==> config.mk <==
export PLATFORM = sky130hd
export DESIGN_NAME = ntc_thermistor_linearizer
export DESIGN_NICKNAME = d
export VERILOG_FILES = /design/src/rtl/ntc_pkg.sv /design/src/rtl/ntc_ctrl.sv /design/src/rtl/ntc_dp.sv /design/src/rtl/ntc_thermistor_linearizer.sv
export SDC_FILE = /design/constraint.sdc
export NUM_CORES = 1
export LEC_CHECK = 0
export BUFFER_PORTS_ARGS = -buffer_cell sky130_fd_sc_hd__clkbuf_2
export CELL_PAD_IN_SITES_DETAIL_PLACEMENT = 0
export CELL_PAD_IN_SITES_GLOBAL_PLACEMENT = 1
export CORE_ASPECT_RATIO = 0.9
export CORE_MARGIN = 1
export CORE_UTILIZATION = 46
export CTS_BUF_LIST = sky130_fd_sc_hd__clkbuf_2 sky130_fd_sc_hd__clkbuf_4 sky130_fd_sc_hd__clkbuf_8
export DETAILED_ROUTE_END_ITERATION = 16
export PLACE_DENSITY = 0.84
export SLEW_MARGIN = 5
export SYNTH_ARGS = -nofsm -noshare
export SYNTH_HDL_FRONTEND = slang
export SYNTH_SLANG_ARGS = --single-unit
==> constraint.sdc <==
create_clock -name clk -period 8.12 [get_ports clk]
set_clock_uncertainty 0.15 [all_clocks]
set_input_delay 0.406 -clock clk [delete_from_list [all_inputs] [get_ports clk]]
set_output_delay 0.406 -clock clk [all_outputs]
set_load 0.005 [all_outputs]
==> src/rtl/ntc_pkg.sv <==
// Shared constants, types and the resistance table for the NTC linearizer.
// Used by ntc_ctrl, ntc_dp and ntc_thermistor_linearizer; no dependencies.
package ntc_pkg;

    // Converter resolution and field widths
    localparam int ADC_BITS  = 10;
    localparam int IN_W      = 16;          // s_tdata width (adc_sample padded)
    localparam int TEMP_W    = 15;
    localparam int OUT_W     = 16;          // m_tdata width (temp_centi padded)
    localparam int STAT_W    = 2;
    localparam int OFF_W     = 14;

    // Shared restoring divider
    localparam int DIV_W     = 31;
    localparam int CNT_W     = $clog2(DIV_W + 1);

    // Resistance table, 10-ohm units, 0..100 C in 5 C steps
    localparam int RES_W     = 16;
    localparam int TBL_LEN   = 21;
    localparam int IDX_W     = $clog2(TBL_LEN);
    localparam int FRAC_W    = 9;           // interpolation fraction stays below 500
    localparam int BASE_W    = 14;          // index times step, up to 10000

    localparam logic [DIV_W-1:0] DIVIDEND_Q = DIV_W'(((2 ** ADC_BITS) - 1) * 100000);
    localparam logic [DIV_W-1:0] DIV_NUM    = DIV_W'(1200000000);
    localparam logic [DIV_W-1:0] SCALE      = DIV_W'(100000);
    localparam logic [BASE_W-1:0] STEP_CENTI = BASE_W'(500);
    localparam logic [RES_W-1:0] RES_MAX    = '1;

    localparam logic signed [TEMP_W:0] OUT_MIN = -(TEMP_W+1)'(16384);
    localparam logic signed [TEMP_W:0] OUT_MAX = (TEMP_W+1)'(16383);

    localparam logic [RES_W-1:0] RES_TABLE [0:TBL_LEN-1] = '{
        16'd34090, 16'd26310, 16'd20440, 16'd16000, 16'd12610, 16'd10000,
        16'd7981,  16'd6408,  16'd5174,  16'd4202,  16'd3431,  16'd2816,
        16'd2322,  16'd1925,  16'd1603,  16'd1340,  16'd1126,  16'd949,
        16'd804,   16'd684,   16'd0
    };

    // Result status codes
    typedef enum logic [STAT_W-1:0] {
        ST_OK      = 2'd0,
        ST_BELOW   = 2'd1,
        ST_INVALID = 2'd2
    } status_t;

    // Operand sets for the shared divider
    typedef enum logic [1:0] {
        DIV_Q,      // full scale * 100000 / adc
        DIV_R,      // 1200000000 / (q - 100000)
        DIV_F       // (r - lo) * 500 / (hi - lo)
    } div_sel_t;

    // Controller states
    typedef enum logic [2:0] {
        S_IDLE,
        S_CHECK,
        S_DIV_Q,
        S_DIV_R,
        S_SRCH,
        S_START_F,
        S_DIV_F,
        S_FIN
    } state_t;

    // Controller to datapath
    typedef struct packed {
        logic     load_adc;
        logic     div_start;
        div_sel_t div_sel;
        logic     take_r;
        logic     search;
        logic     finish;
    } ntc_cmd_t;

    // Datapath to controller
    typedef struct packed {
        logic bad;
        logic below;
        logic div_done;
        logic out_free;
    } ntc_stat_t;

endpackage

==> src/rtl/ntc_ctrl.sv <==
// Sequencing state machine for the NTC linearizer.
// Depends on ntc_pkg; drives ntc_dp through ntc_cmd_t and reads ntc_stat_t.
module ntc_ctrl
    import ntc_pkg::*;
(
    input  logic      clk,
    input  logic      rst_n,
    input  logic      s_tvalid,
    output logic      s_tready,
    input  ntc_stat_t stat,
    output ntc_cmd_t  cmd
);

    state_t state_reg;
    state_t state_next;

    // State register
    always_ff @(posedge clk or negedge rst_n)
    begin
        if (!rst_n)
        begin
            state_reg <= S_IDLE;
        end
        else
        begin
            state_reg <= state_next;
        end
    end

    // Next state
    always_comb
    begin
        state_next = state_reg;
        case (state_reg)
            S_IDLE:
            begin
                if (s_tvalid)
                begin
                    state_next = S_CHECK;
                end
            end
            S_CHECK:
            begin
                state_next = stat.bad ? S_FIN : S_DIV_Q;
            end
            S_DIV_Q:
            begin
                if (stat.div_done)
                begin
                    state_next = S_DIV_R;
                end
            end
            S_DIV_R:
            begin
                if (stat.div_done)
                begin
                    state_next = S_SRCH;
                end
            end
            S_SRCH:
            begin
                state_next = (stat.bad || stat.below) ? S_FIN : S_START_F;
            end
            S_START_F:
            begin
                state_next = S_DIV_F;
            end
            S_DIV_F:
            begin
                if (stat.div_done)
                begin
                    state_next = S_FIN;
                end
            end
            S_FIN:
            begin
                if (stat.out_free)
                begin
                    state_next = S_IDLE;
                end
            end
            default:
            begin
                state_next = S_IDLE;
            end
        endcase
    end

    // Commands
    always_comb
    begin
        cmd       = '0;
        cmd.div_sel = DIV_Q;
        s_tready  = 1'b0;
        case (state_reg)
            S_IDLE:
            begin
                s_tready     = 1'b1;
                cmd.load_adc = s_tvalid;
            end
            S_CHECK:
            begin
                cmd.div_start = !stat.bad;
                cmd.div_sel   = DIV_Q;
            end
            S_DIV_Q:
            begin
                cmd.div_start = stat.div_done;
                cmd.div_sel   = DIV_R;
            end
            S_DIV_R:
            begin
                cmd.take_r = stat.div_done;
            end
            S_SRCH:
            begin
                cmd.search = 1'b1;
            end
            S_START_F:
            begin
                cmd.div_start = 1'b1;
                cmd.div_sel   = DIV_F;
            end
            S_FIN:
            begin
                cmd.finish = stat.out_free;
            end
            default:
            begin
                cmd = '0;
            end
        endcase
    end

endmodule

==> src/rtl/ntc_dp.sv <==
// Datapath of the NTC linearizer: sample and offset registers, shared
// restoring divider, table search, interpolation and the output register.
// Depends on ntc_pkg; commanded by ntc_ctrl.
module ntc_dp
    import ntc_pkg::*;
(
    input  logic                clk,
    input  logic                rst_n,
    input  logic [IN_W-1:0]     s_tdata,
    input  logic                cfg_valid,
    input  logic [OFF_W-1:0]    cfg_data,
    input  ntc_cmd_t            cmd,
    output ntc_stat_t           stat,
    output logic                m_tvalid,
    input  logic                m_tready,
    output logic [OUT_W-1:0]    m_tdata,
    output logic [STAT_W-1:0]   m_tuser
);

    logic [ADC_BITS-1:0]  adc_reg;
    logic                 bad_reg;
    logic [OFF_W-1:0]     offset_reg;
    logic [RES_W-1:0]     r_reg;
    logic [IDX_W-1:0]     idx_reg;
    logic [IDX_W-1:0]     idx_next;

    logic [DIV_W-1:0]     rem_reg;
    logic [DIV_W-1:0]     quo_reg;
    logic [DIV_W-1:0]     dvs_reg;
    logic [CNT_W-1:0]     cnt_reg;

    logic                 out_valid_reg;
    logic [TEMP_W-1:0]    temp_reg;
    status_t              status_reg;

    logic [ADC_BITS-1:0]  adc_in;
    logic [DIV_W-1:0]     den;
    logic [DIV_W:0]       shifted;
    logic [DIV_W+1:0]     diff;
    logic [DIV_W-1:0]     ld_dividend;
    logic [DIV_W-1:0]     ld_divisor;
    logic [RES_W-1:0]     tbl_lo;
    logic [RES_W-1:0]     tbl_hi;
    logic [DIV_W-1:0]     num_f;
    logic                 below;
    logic [BASE_W-1:0]    base;
    logic [BASE_W-1:0]    temp_raw;
    logic signed [TEMP_W:0] temp_off;
    logic [TEMP_W-1:0]    temp_sat;
    status_t              status_new;

    // Calibration offset register
    always_ff @(posedge clk or negedge rst_n)
    begin
        if (!rst_n)
        begin
            offset_reg <= '0;
        end
        else if (cfg_valid)
        begin
            offset_reg <= cfg_data;
        end
    end

    // Sample capture and invalid flag
    assign adc_in = s_tdata[ADC_BITS-1:0];
    assign den    = quo_reg - SCALE;

    always_ff @(posedge clk)
    begin
        if (cmd.load_adc)
        begin
            adc_reg <= adc_in;
            bad_reg <= (adc_in == '0) || (adc_in == '1);
        end
        else if (cmd.div_start && cmd.div_sel == DIV_R && den == '0)
        begin
            bad_reg <= 1'b1;
        end
    end

    // Interpolation operands from the table
    assign tbl_lo = RES_TABLE[idx_reg];
    assign tbl_hi = RES_TABLE[idx_reg - IDX_W'(1)];
    assign num_f  = DIV_W'((r_reg - tbl_lo) * 25'(500));

    // Divider operand select
    always_comb
    begin
        case (cmd.div_sel)
            DIV_Q:
            begin
                ld_dividend = DIVIDEND_Q;
                ld_divisor  = DIV_W'(adc_reg);
            end
            DIV_R:
            begin
                ld_dividend = DIV_NUM;
                ld_divisor  = den;
            end
            DIV_F:
            begin
                ld_dividend = num_f;
                ld_divisor  = DIV_W'(tbl_hi - tbl_lo);
            end
            default:
            begin
                ld_dividend = '0;
                ld_divisor  = '0;
            end
        endcase
    end

    // One restoring step: shift in the next dividend bit, trial subtract
    assign shifted = {rem_reg, quo_reg[DIV_W-1]};
    assign diff    = {1'b0, shifted} - {2'b00, dvs_reg};

    always_ff @(posedge clk or negedge rst_n)
    begin
        if (!rst_n)
        begin
            cnt_reg <= '0;
        end
        else if (cmd.div_start)
        begin
            cnt_reg <= CNT_W'(DIV_W);
        end
        else if (cnt_reg != '0)
        begin
            cnt_reg <= cnt_reg - CNT_W'(1);
        end
    end

    always_ff @(posedge clk)
    begin
        if (cmd.div_start)
        begin
            rem_reg <= '0;
            quo_reg <= ld_dividend;
            dvs_reg <= ld_divisor;
        end
        else if (cnt_reg != '0)
        begin
            if (diff[DIV_W+1])
            begin
                rem_reg <= shifted[DIV_W-1:0];
                quo_reg <= {quo_reg[DIV_W-2:0], 1'b0};
            end
            else
            begin
                rem_reg <= diff[DIV_W-1:0];
                quo_reg <= {quo_reg[DIV_W-2:0], 1'b1};
            end
        end
    end

    // Resistance, saturated to 16 bits
    always_ff @(posedge clk)
    begin
        if (cmd.take_r)
        begin
            r_reg <= (|quo_reg[DIV_W-1:RES_W]) ? RES_MAX : quo_reg[RES_W-1:0];
        end
    end

    // Table search: first entry from index 1 not above r (last entry is 0)
    always_comb
    begin
        idx_next = IDX_W'(1);
        for (int k = 1; k < TBL_LEN - 1; k++)
        begin
            if (RES_TABLE[k] > r_reg)
            begin
                idx_next = IDX_W'(k + 1);
            end
        end
    end

    always_ff @(posedge clk)
    begin
        if (cmd.search)
        begin
            idx_reg <= idx_next;
        end
    end

    assign below = r_reg > RES_TABLE[0];

    // Result: interpolate, subtract offset, saturate
    assign base     = BASE_W'(idx_reg) * STEP_CENTI;
    assign temp_raw = below ? '0 : (base - BASE_W'(quo_reg[FRAC_W-1:0]));
    assign temp_off = $signed({2'b00, temp_raw}) - $signed({{2{offset_reg[OFF_W-1]}}, offset_reg});

    always_comb
    begin
        if (temp_off < OUT_MIN)
        begin
            temp_sat = OUT_MIN[TEMP_W-1:0];
        end
        else if (temp_off > OUT_MAX)
        begin
            temp_sat = OUT_MAX[TEMP_W-1:0];
        end
        else
        begin
            temp_sat = temp_off[TEMP_W-1:0];
        end

        if (bad_reg)
        begin
            status_new = ST_INVALID;
        end
        else if (below)
        begin
            status_new = ST_BELOW;
        end
        else
        begin
            status_new = ST_OK;
        end
    end

    // Output register
    always_ff @(posedge clk or negedge rst_n)
    begin
        if (!rst_n)
        begin
            out_valid_reg <= 1'b0;
        end
        else if (cmd.finish)
        begin
            out_valid_reg <= 1'b1;
        end
        else if (m_tready)
        begin
            out_valid_reg <= 1'b0;
        end
    end

    always_ff @(posedge clk)
    begin
        if (cmd.finish)
        begin
            temp_reg   <= bad_reg ? '0 : temp_sat;
            status_reg <= status_new;
        end
    end

    assign m_tvalid = out_valid_reg;
    assign m_tdata  = OUT_W'(temp_reg);
    assign m_tuser  = status_reg;

    // Status to controller
    assign stat.bad      = bad_reg;
    assign stat.below    = below;
    assign stat.div_done = (cnt_reg == '0);
    assign stat.out_free = !out_valid_reg || m_tready;

    // Divider is never restarted while it is iterating
    a_start_idle: assert property (@(posedge clk) disable iff (!rst_n)
        cmd.div_start |-> cnt_reg == '0)
        else $error("divider restarted while busy");

    // A result is only loaded when the output register can take it
    a_finish_free: assert property (@(posedge clk) disable iff (!rst_n)
        cmd.finish |-> (!out_valid_reg || m_tready))
        else $error("output register overwritten");

    // Interpolation fraction stays below one table step
    a_frac_range: assert property (@(posedge clk) disable iff (!rst_n)
        (cmd.finish && !bad_reg && !below) |-> quo_reg < DIV_W'(500))
        else $error("interpolation fraction out of range");

    // Invalid samples always report zero temperature
    a_invalid_zero: assert property (@(posedge clk) disable iff (!rst_n)
        (out_valid_reg && status_reg == ST_INVALID) |-> temp_reg == '0)
        else $error("invalid sample with nonzero temperature");

endmodule

==> src/rtl/ntc_thermistor_linearizer.sv <==
// Top level of the NTC thermistor linearizer.
// Depends on ntc_pkg, ntc_ctrl and ntc_dp.
//
// Usage:
//   Input stream (s_*): one 10-bit ADC reading of the thermistor divider per
//   transfer. Output stream (m_*): one temperature in hundredths of a degree
//   C per input, with a status code on m_tuser (0 ok, 1 colder than the
//   table so clamped to 0 C, 2 reading at 0 or full scale, temperature 0).
//   Config channel (cfg_*): writes the signed 14-bit calibration offset that
//   is subtracted from each non-invalid result; always ready, write while idle.
// Processing:
//   A reading is worked through one shared radix-2 restoring divider, one
//   quotient bit per cycle, 31 steps per division. A normal reading takes
//   three divisions; a reading colder than the table takes two; an invalid
//   reading none. One reading is in flight at a time; s_tready is high only
//   when idle, so the next reading is not taken until the last one is done.
// Reset: clears the offset to 0, the controller to idle and the output valid.
// Stall: a finished result waits in the output register; the next reading is
//   accepted and processed meanwhile, and its result waits until m_tready.
module ntc_thermistor_linearizer
    import ntc_pkg::*;
(
    input  logic                clk,
    input  logic                rst_n,
    // Input stream
    input  logic                s_tvalid,
    output logic                s_tready,
    input  logic [IN_W-1:0]     s_tdata,    // [9:0] adc_sample, rest unused
    // Output stream
    output logic                m_tvalid,
    input  logic                m_tready,
    output logic [OUT_W-1:0]    m_tdata,    // [14:0] temp_centi, [15] zero
    output logic [STAT_W-1:0]   m_tuser,    // [1:0] status
    // Offset write channel
    input  logic                cfg_valid,
    output logic                cfg_ready,
    input  logic [OFF_W-1:0]    cfg_data    // [13:0] temp_offset
);

    ntc_cmd_t  cmd;
    ntc_stat_t stat;

    assign cfg_ready = 1'b1;

    // Sequencer
    ntc_ctrl u_ctrl (
        .clk      (clk),
        .rst_n    (rst_n),
        .s_tvalid (s_tvalid),
        .s_tready (s_tready),
        .stat     (stat),
        .cmd      (cmd)
    );

    // Arithmetic and output register
    ntc_dp u_dp (
        .clk       (clk),
        .rst_n     (rst_n),
        .s_tdata   (s_tdata),
        .cfg_valid (cfg_valid),
        .cfg_data  (cfg_data),
        .cmd       (cmd),
        .stat      (stat),
        .m_tvalid  (m_tvalid),
        .m_tready  (m_tready),
        .m_tdata   (m_tdata),
        .m_tuser   (m_tuser)
    );

endmodule

==> reports/qor.csv, run 1 <==
stage,metric,value,unit
status,outcome,"complete, but fails checks",
status,violations,DRC,
cells_and_area,diodes,0,
die,io-pin-count,56,
cts,cts-root-buf,clkbuf_8,
worst_setup_path,crit_family,adder cells,
timing,max_freq,129,MHz
worst_setup_path,required,8170,ps
worst_setup_path,critPathLaunchType,flip-flop,
logic_synthesis,synth_ff_type,edfxtp_1,
timing,finalCritPeriodShare,95.6,%
grt,grtUsageTotal,24.5,%
cts,cts_made_buffers,17,
logic_synthesis,ys.warnings.count,0,
cts,clockBufferDepth,2,
worst_setup_path,critPathCaptureType,flip-flop,
placed_design,io_buffer_count,47,
die,die_area,37400,um2
logic_synthesis,synth_seq_cells,165,
logic_synthesis,seq_area_frac_synth,26.9,%
cts,cts_num_sinks,165,
placed_design,place.gp.congestion,0.949,
route,vias,14500,
timing,finalMaxSlewViolations,0,
worst_hold_path,hp-class,input pin to flip-flop,
cts,cts_htree_levels,4,
cells_and_area,layout-drive-gt1-share,11.2,%
logic_synthesis,synth-async-reset-ratio,13.9,%
route,dr.pass1.iters,11,
worst_setup_path,critPathLaunch,u_dp.idx_reg[0]$_SDFFCE_PP0P_,
timing,tightest_slew,1130,ps
cts,cts_tree,yes,
timing,period_minus_slack,7760,ps
route,wire_per_inst,17.7,um
worst_setup_path,cpPeakStageDelay,540,ps
worst_hold_path,min_from,cfg_data[3],
logic_synthesis,netlist_instances,1984,
route,drtAntennaViolNets,0,
logic_synthesis,avgSynthCellArea,8.49,um2
cts,cts.clk_slew.worst_paths,100,ps
route,drc,1,
worst_setup_path,cp_slowest_cell,fa_1,
logic_synthesis,synth_edf_count,111,
logic_synthesis,syn_area,16800,um2
timing,slew_headroom,24.3,%
die,die_w,204,um
worst_setup_path,path_class,flip-flop to flip-flop,
worst_setup_path,rrSetupSlack,360,ps
grt,antenna_found_initial,0,
placed_design,dp_hpwl,35.5,mm
timing,tns,0,ps
grt,grt.overflow.total,0,
cells_and_area,area_delta_synth_final,10.5,%
route,drt-total-wl,45.1,mm
logic_synthesis,synth_nets,2252,
route,drt_iter0_drc,1235,
logic_synthesis,ys_types,92,
grt,grt_max_degree,40,
worst_setup_path,r2r_start,u_dp.idx_reg[0]$_SDFFCE_PP0P_,
worst_setup_path,path_max_fanout,4,
worst_setup_path,worst-path-buf-inv,7,
die,coreArea,36100,um2
grt,first_global_vias,13800,
route,via_per_inst,5.69,
job,maxCapViolations,0,
timing,hold_violations,0,
die,initial_core_util,46.7,%
cts,clk_latency,460,ps
cells_and_area,nets,2325,
worst_setup_path,worstPathArrival,7810,ps
die,rows,66,
grt,grt_pass1_wl,73.5,mm
die,die_h,184,um
timing,finalSetupViolations,0,
-- final cells by class --
type                            instances  area, um2
Clock buffer                           20        256
Clock inverter                         12        129
Fill cell                            3402      17500
Inverter                              214        807
Multi-Input combinational cell       1525      11400
Sequential cell                       165       4530
Tap cell                              476        596
Timing Repair Buffer                  134        921
-- final timing paths --
check                                                   to  cells past startpoint
max reg2reg                     u_dp.quo_reg[26]$_DFFE_PP_                     33
min                         u_dp.offset_reg[3]$_DFFE_PN0P_                      3
max                             u_dp.quo_reg[26]$_DFFE_PP_                     33
min in group asynchronous  u_dp.offset_reg[12]$_DFFE_PN0P_                      2
min reg2reg                   u_dp.rem_reg[6]$_SDFFE_PP0P_                      2
max in group asynchronous  u_ctrl.state_reg[1]$_DFFE_PN0P_                      2
-- cell usage in the layout, fill, tap and decap left out, types with 7 or more instances in the layout --
master | netlist | layout
clkbuf_8 | 0 | 17
a22oi_1 | 10 | 10
and3_1 | 10 | 10
or2_2 | 17 | 17
mux2i_1 | 7 | 7
xor2_1 | 51 | 50
xnor2_1 | 81 | 79
clkbuf_2 | 0 | 47
nand4_1 | 16 | 16
buf_4 | 2 | 79
a21oi_1 | 141 | 137
and2_1 | 9 | 9
o21bai_1 | 13 | 13
o31ai_1 | 13 | 11
o211ai_1 | 11 | 11
or3_1 | 15 | 15
inv_1 | 208 | 207
nand2_1 | 156 | 155
nor2b_1 | 26 | 24
a32oi_1 | 9 | 9
nand2b_1 | 36 | 36
nor3_1 | 49 | 47
a21o_1 | 51 | 51
a31oi_1 | 17 | 17
dfrtp_1 | 23 | 23
a211oi_1 | 11 | 10
o22ai_1 | 13 | 12
edfxtp_1 | 111 | 111
o21a_1 | 35 | 35
dfxtp_1 | 31 | 31
a21boi_0 | 7 | 7
fa_1 | 66 | 66
nor2_1 | 161 | 160
o21ai_0 | 147 | 143
nand3_1 | 29 | 28
ha_1 | 167 | 164
nor4_1 | 20 | 19
-- cell families (layout without fill, tap and decap cells) --
group / after synthesis / after routing / synth area share, %
xor gates and xnor gates: 134 / 134 / 7.06
other: 2 / 2 / 0.0446
AOI/OAI and AO/OA: 570 / 570 / 21.9
buffers and inverters: 294 / 380 / 6.72
adders and majority gates: 237 / 237 / 20.5
DFF: 165 / 165 / 26.9
and+or+nand+nor: 572 / 572 / 16.3
muxes: 10 / 10 / 0.616
-- through the flow --
stage          std cells  instance area (um2)  setup WS [ps]  hold slack [ps]  utilization [%]
3_5_place_dp        2495                17900           -111              302             49.6
4_1_cts             2532                18400           17.4             5.78             50.9
2_1_floorplan       1984                16900           15.3            -39.6                -
6_report            2546                18600            361             29.5             51.6
5_1_grt             2546                18600          -70.1             6.46             51.6
3_3_place_gp        2495                17900           11.2              293             49.6
-- per-layer routing --
metal  global-route usage [%]  share of wire (%)  vias to the layer above
met4                     5.47                1.5                        0
met3                     2.50                6.6                       39
met5                        0                  0                        -
li1                         -                  -                     7153
met1                     36.5                 48                     6863
met2                     38.0                 44                      435
-- worst register-to-register path: cells and delay by family (launching register included) --
| family | cells | cell delay (ps) |
|---|---|---|
| xor gates and xnor gates | 2 | 340 |
| AOI/OAI and AO/OA | 11 | 2270 |
| DFF | 1 | 470 |
| and+or+nand+nor | 5 | 790 |
| adders and majority gates | 8 | 2920 |
| buffers and inverters | 7 | 560 |
-- repair_timing --
item | 4_1_cts | 5_1_grt
hold endpoints to repair | 27 | 0
gates resized for setup | 4 | 35
setup endpoints to repair | 5 | 12
pin swaps | 0 | 11
cloned | 0 | 0
buffers inserted | 0 | 14
hold buffers | 5 | 0
-- synthesized netlist by cell type (35+ instances only) --
| cell | count | area (um2) |
|---|---|---|
| nor2_1 | 161 | 604 |
| clkbuf_1 | 68 | 255 |
| a21oi_1 | 141 | 706 |
| ha_1 | 167 | 2090 |
| nand2b_1 | 36 | 225 |
| xor2_1 | 51 | 447 |
| nand2_1 | 156 | 586 |
| xnor2_1 | 81 | 709 |
| inv_1 | 208 | 781 |
| fa_1 | 66 | 1320 |
| o21ai_0 | 147 | 736 |
| nor3_1 | 49 | 245 |
| a21o_1 | 51 | 383 |
| o21a_1 | 35 | 263 |
| edfxtp_1 | 111 | 3330 |
Power of run 1 is not shown: default switching activity piles up to over one toggle a cycle in this logic, so the estimate is an artifact.
==> inputs of run 2 (changes only) <==
--- a/config.mk
+++ b/config.mk
@@ -14,6 +14,7 @@
 export CTS_BUF_LIST = sky130_fd_sc_hd__clkbuf_2 sky130_fd_sc_hd__clkbuf_4 sky130_fd_sc_hd__clkbuf_8
 export DETAILED_ROUTE_END_ITERATION = 16
 export PLACE_DENSITY = 0.84
+export REMOVE_ABC_BUFFERS = 1
 export SLEW_MARGIN = 5
 export SYNTH_ARGS = -nofsm -noshare
 export SYNTH_HDL_FRONTEND = slang
==> run 2 against run 1 <==
Effect of this change:
- highest routed layer unchanged
- flip-flop and latch count stayed put
- critical path type unchanged
- critical path depth is 2 lower
- sequential share of layout area about the same
- the run now ends clean
- routed wire length grew 1.0%
- utilization hardly changed
- via count grew 0.11%
- worst setup slack got worse by 55 ps
- critical endpoint is now u_dp.quo_reg[27]$_DFFE_PP_
==> reports/qor.csv, run 2 (synthesis results as in run 1) <==
stage,metric,value,unit,change
cts,cts_num_sinks,165,,unchanged
cells_and_area,final_cell_mix,"inv_1 (207), ha_1 (164), nor2_1 (160), nand2_1 (156), o21ai_0 (144)",,
worst_setup_path,critPathCaptureType,flip-flop,,
cells_and_area,layout-drive-gt1-share,10.0,%,-1.1 points
grt,grt_max_degree,57,,+43%
cts,cts-root-buf,clkbuf_8,,
worst_setup_path,cpPeakStageDelay,510,ps,-30 ps
timing,finalCritPeriodShare,96.2,%,+0.67 points
job,maxCapViolations,0,,unchanged
worst_setup_path,required,8180,ps,about the same
grt,grt_pass1_wl,73.0,mm,-0.70%
timing,tns,0,ps,unchanged
cells_and_area,area_delta_synth_final,10.6,%,about the same
worst_setup_path,path_class,flip-flop to flip-flop,,
grt,antenna_found_initial,0,,unchanged
cells_and_area,stdcell_count,2547,,+0.039%
status,outcome,completed,,
placed_design,dp_hpwl,35.5,mm,-0.13%
worst_hold_path,holdPathStages,2,,-1
route,drtAntennaViolNets,0,,unchanged
worst_setup_path,path_max_fanout,10,,+6
worst_setup_path,critPathLaunchType,flip-flop,,
placed_design,pre_cts_slack,-129,ps,-18.6 ps
timing,max_freq,128,MHz,-0.70%
cts,clockBufferDepth,2,,unchanged
route,dr.pass1.iters,6,,-5
grt,grt.overflow.total,0,,unchanged
worst_setup_path,rrSetupSlack,310,ps,-50 ps
timing,period_minus_slack,7810,ps,+54.6 ps
worst_setup_path,worstPathArrival,7880,ps,+70 ps
worst_setup_path,cp_slowest_cell,fa_1,,
placed_design,place.gp.congestion,0.923,,-2.7%
worst_setup_path,r2r_start,u_dp.idx_reg[0]$_SDFFCE_PP0P_,,
route,via_per_inst,5.70,,about the same
cells_and_area,diodes,0,,unchanged
timing,hold_violations,0,,unchanged
worst_setup_path,reg2reg_depth,31,,-6.1%
grt,first_global_vias,13600,,-1.1%
die,die_h,184,um,unchanged
worst_hold_path,holdPathEnd,u_dp.offset_reg[0]$_DFFE_PN0P_,,
route,vias,14500,,+0.11%
cts,cts_htree_levels,4,,unchanged
die,io-pin-count,56,,unchanged
die,initial_core_util,46.7,%,unchanged
route,drc,0,,-1
timing,tightest_slew,1020,ps,-105 ps
worst_hold_path,hp-class,input pin to flip-flop,,
cells_and_area,final_common_cell,inv_1,,
route,drt_iter0_drc,1188,,-3.8%
route,drt-total-wl,45.6,mm,+1.0%
timing,finalSetupViolations,0,,unchanged
route,wire_per_inst,17.9,um,+0.99%
die,die_area,37400,um2,unchanged
cells_and_area,nets,2326,,+0.043%
placed_design,io_buffer_count,47,,unchanged
die,coreArea,36100,um2,unchanged
worst_hold_path,min_from,cfg_data[0],,
die,rows,66,,unchanged
die,die_w,204,um,unchanged
cts,cts.clk_slew.worst_paths,100,ps,about the same
worst_setup_path,reg2reg_to,u_dp.quo_reg[27]$_DFFE_PP_,,
timing,slew_headroom,31.4,%,+7.1 points
cts,clk_latency,480,ps,+20 ps
timing,rsz0062_at_grt,true,,
cts,cts_tree,yes,,
timing,worst_slack,306,ps,-54.6 ps
grt,grtUsageTotal,24.6,%,+0.073 points
placed_design,dp.cells,2492,,-0.12%
timing,finalMaxSlewViolations,0,,unchanged
cts,cts_made_buffers,17,,unchanged
[run 2: cell count changes in the layout (fill, tap and decap cells not counted), moves of 2 or more]
cell	change
dlygate4sd3_1	+18
xnor2_1	-2
buf_4	-15
clkbuf_4	-2
[run 2: final cells by class]
| class | count | area (um2) |
|---|---|---|
| timing repair buffer | 135 | 957 |
| clock buffer | 18 | 241 |
| inverter | 214 | 803 |
| multi-input combinational | 1525 | 11400 |
| fill | 3420 | 17500 |
| clock inverter | 14 | 151 |
| sequential | 165 | 4530 |
| tap | 476 | 596 |
[run 2: layer usage]
layer	wire, um	global-route usage (%)	vias up
met5	0	0	-
met4	660	5.14	0
met3	2980	3.19	49
met2	19900	38.2	420
met1	22000	36.2	6875
li1	-	-	7162
[run 2: worst max path at each step]
stage / cells past startpoint / endpoint / slack, ps / from
after global routing: 31 / u_dp.quo_reg[27]$_DFFE_PP_ / -50 / u_dp.idx_reg[0]$_SDFFCE_PP0P_
final: 31 / u_dp.quo_reg[27]$_DFFE_PP_ / 310 / u_dp.idx_reg[0]$_SDFFCE_PP0P_
after global placement: 31 / u_dp.quo_reg[29]$_DFFE_PP_ / 70 / u_dp.idx_reg[0]$_SDFFCE_PP0P_
after CTS: 34 / u_dp.quo_reg[27]$_DFFE_PP_ / 20 / u_dp.idx_reg[0]$_SDFFCE_PP0P_
after floorplan: 28 / u_dp.quo_reg[27]$_DFFE_PP_ / -720 / u_dp.idx_reg[2]$_SDFFCE_PP1P_
after detailed placement: 31 / u_dp.quo_reg[29]$_DFFE_PP_ / -130 / u_dp.idx_reg[0]$_SDFFCE_PP0P_
[run 2: critical path: cells and delay by family, from the launching register on]
kind	cells	cell delay, ps
XOR/XNOR	2	440
AO/OA/AOI/OAI	14	3120
AND/OR/NAND/NOR	4	570
flip-flops	1	380
buffers and inverters	4	470
adder cells (fa/ha/maj)	7	2400
[run 2: through the flow]
step / area [um2] / util (%) / hold slack [ps]
floorplan: 16500 / - / -39.6
global route: 18600 / 51.6 / 9.46
finish: 18600 / 51.6 / 28.2
CTS: 18500 / 51.2 / 19.9
detailed placement: 17900 / 49.5 / 298
global placement: 17900 / 49.5 / 293
[run 2: repair_timing]
action                                 4_1_cts  5_1_grt
buffers inserted                             0        0
pin swaps                                    0        3
resized for setup                            3       28
endpoints found under the hold margin       45        0
setup endpoints to repair                    3       11
hold buffers                                23        0
Power of run 2 is left out for the same reason.
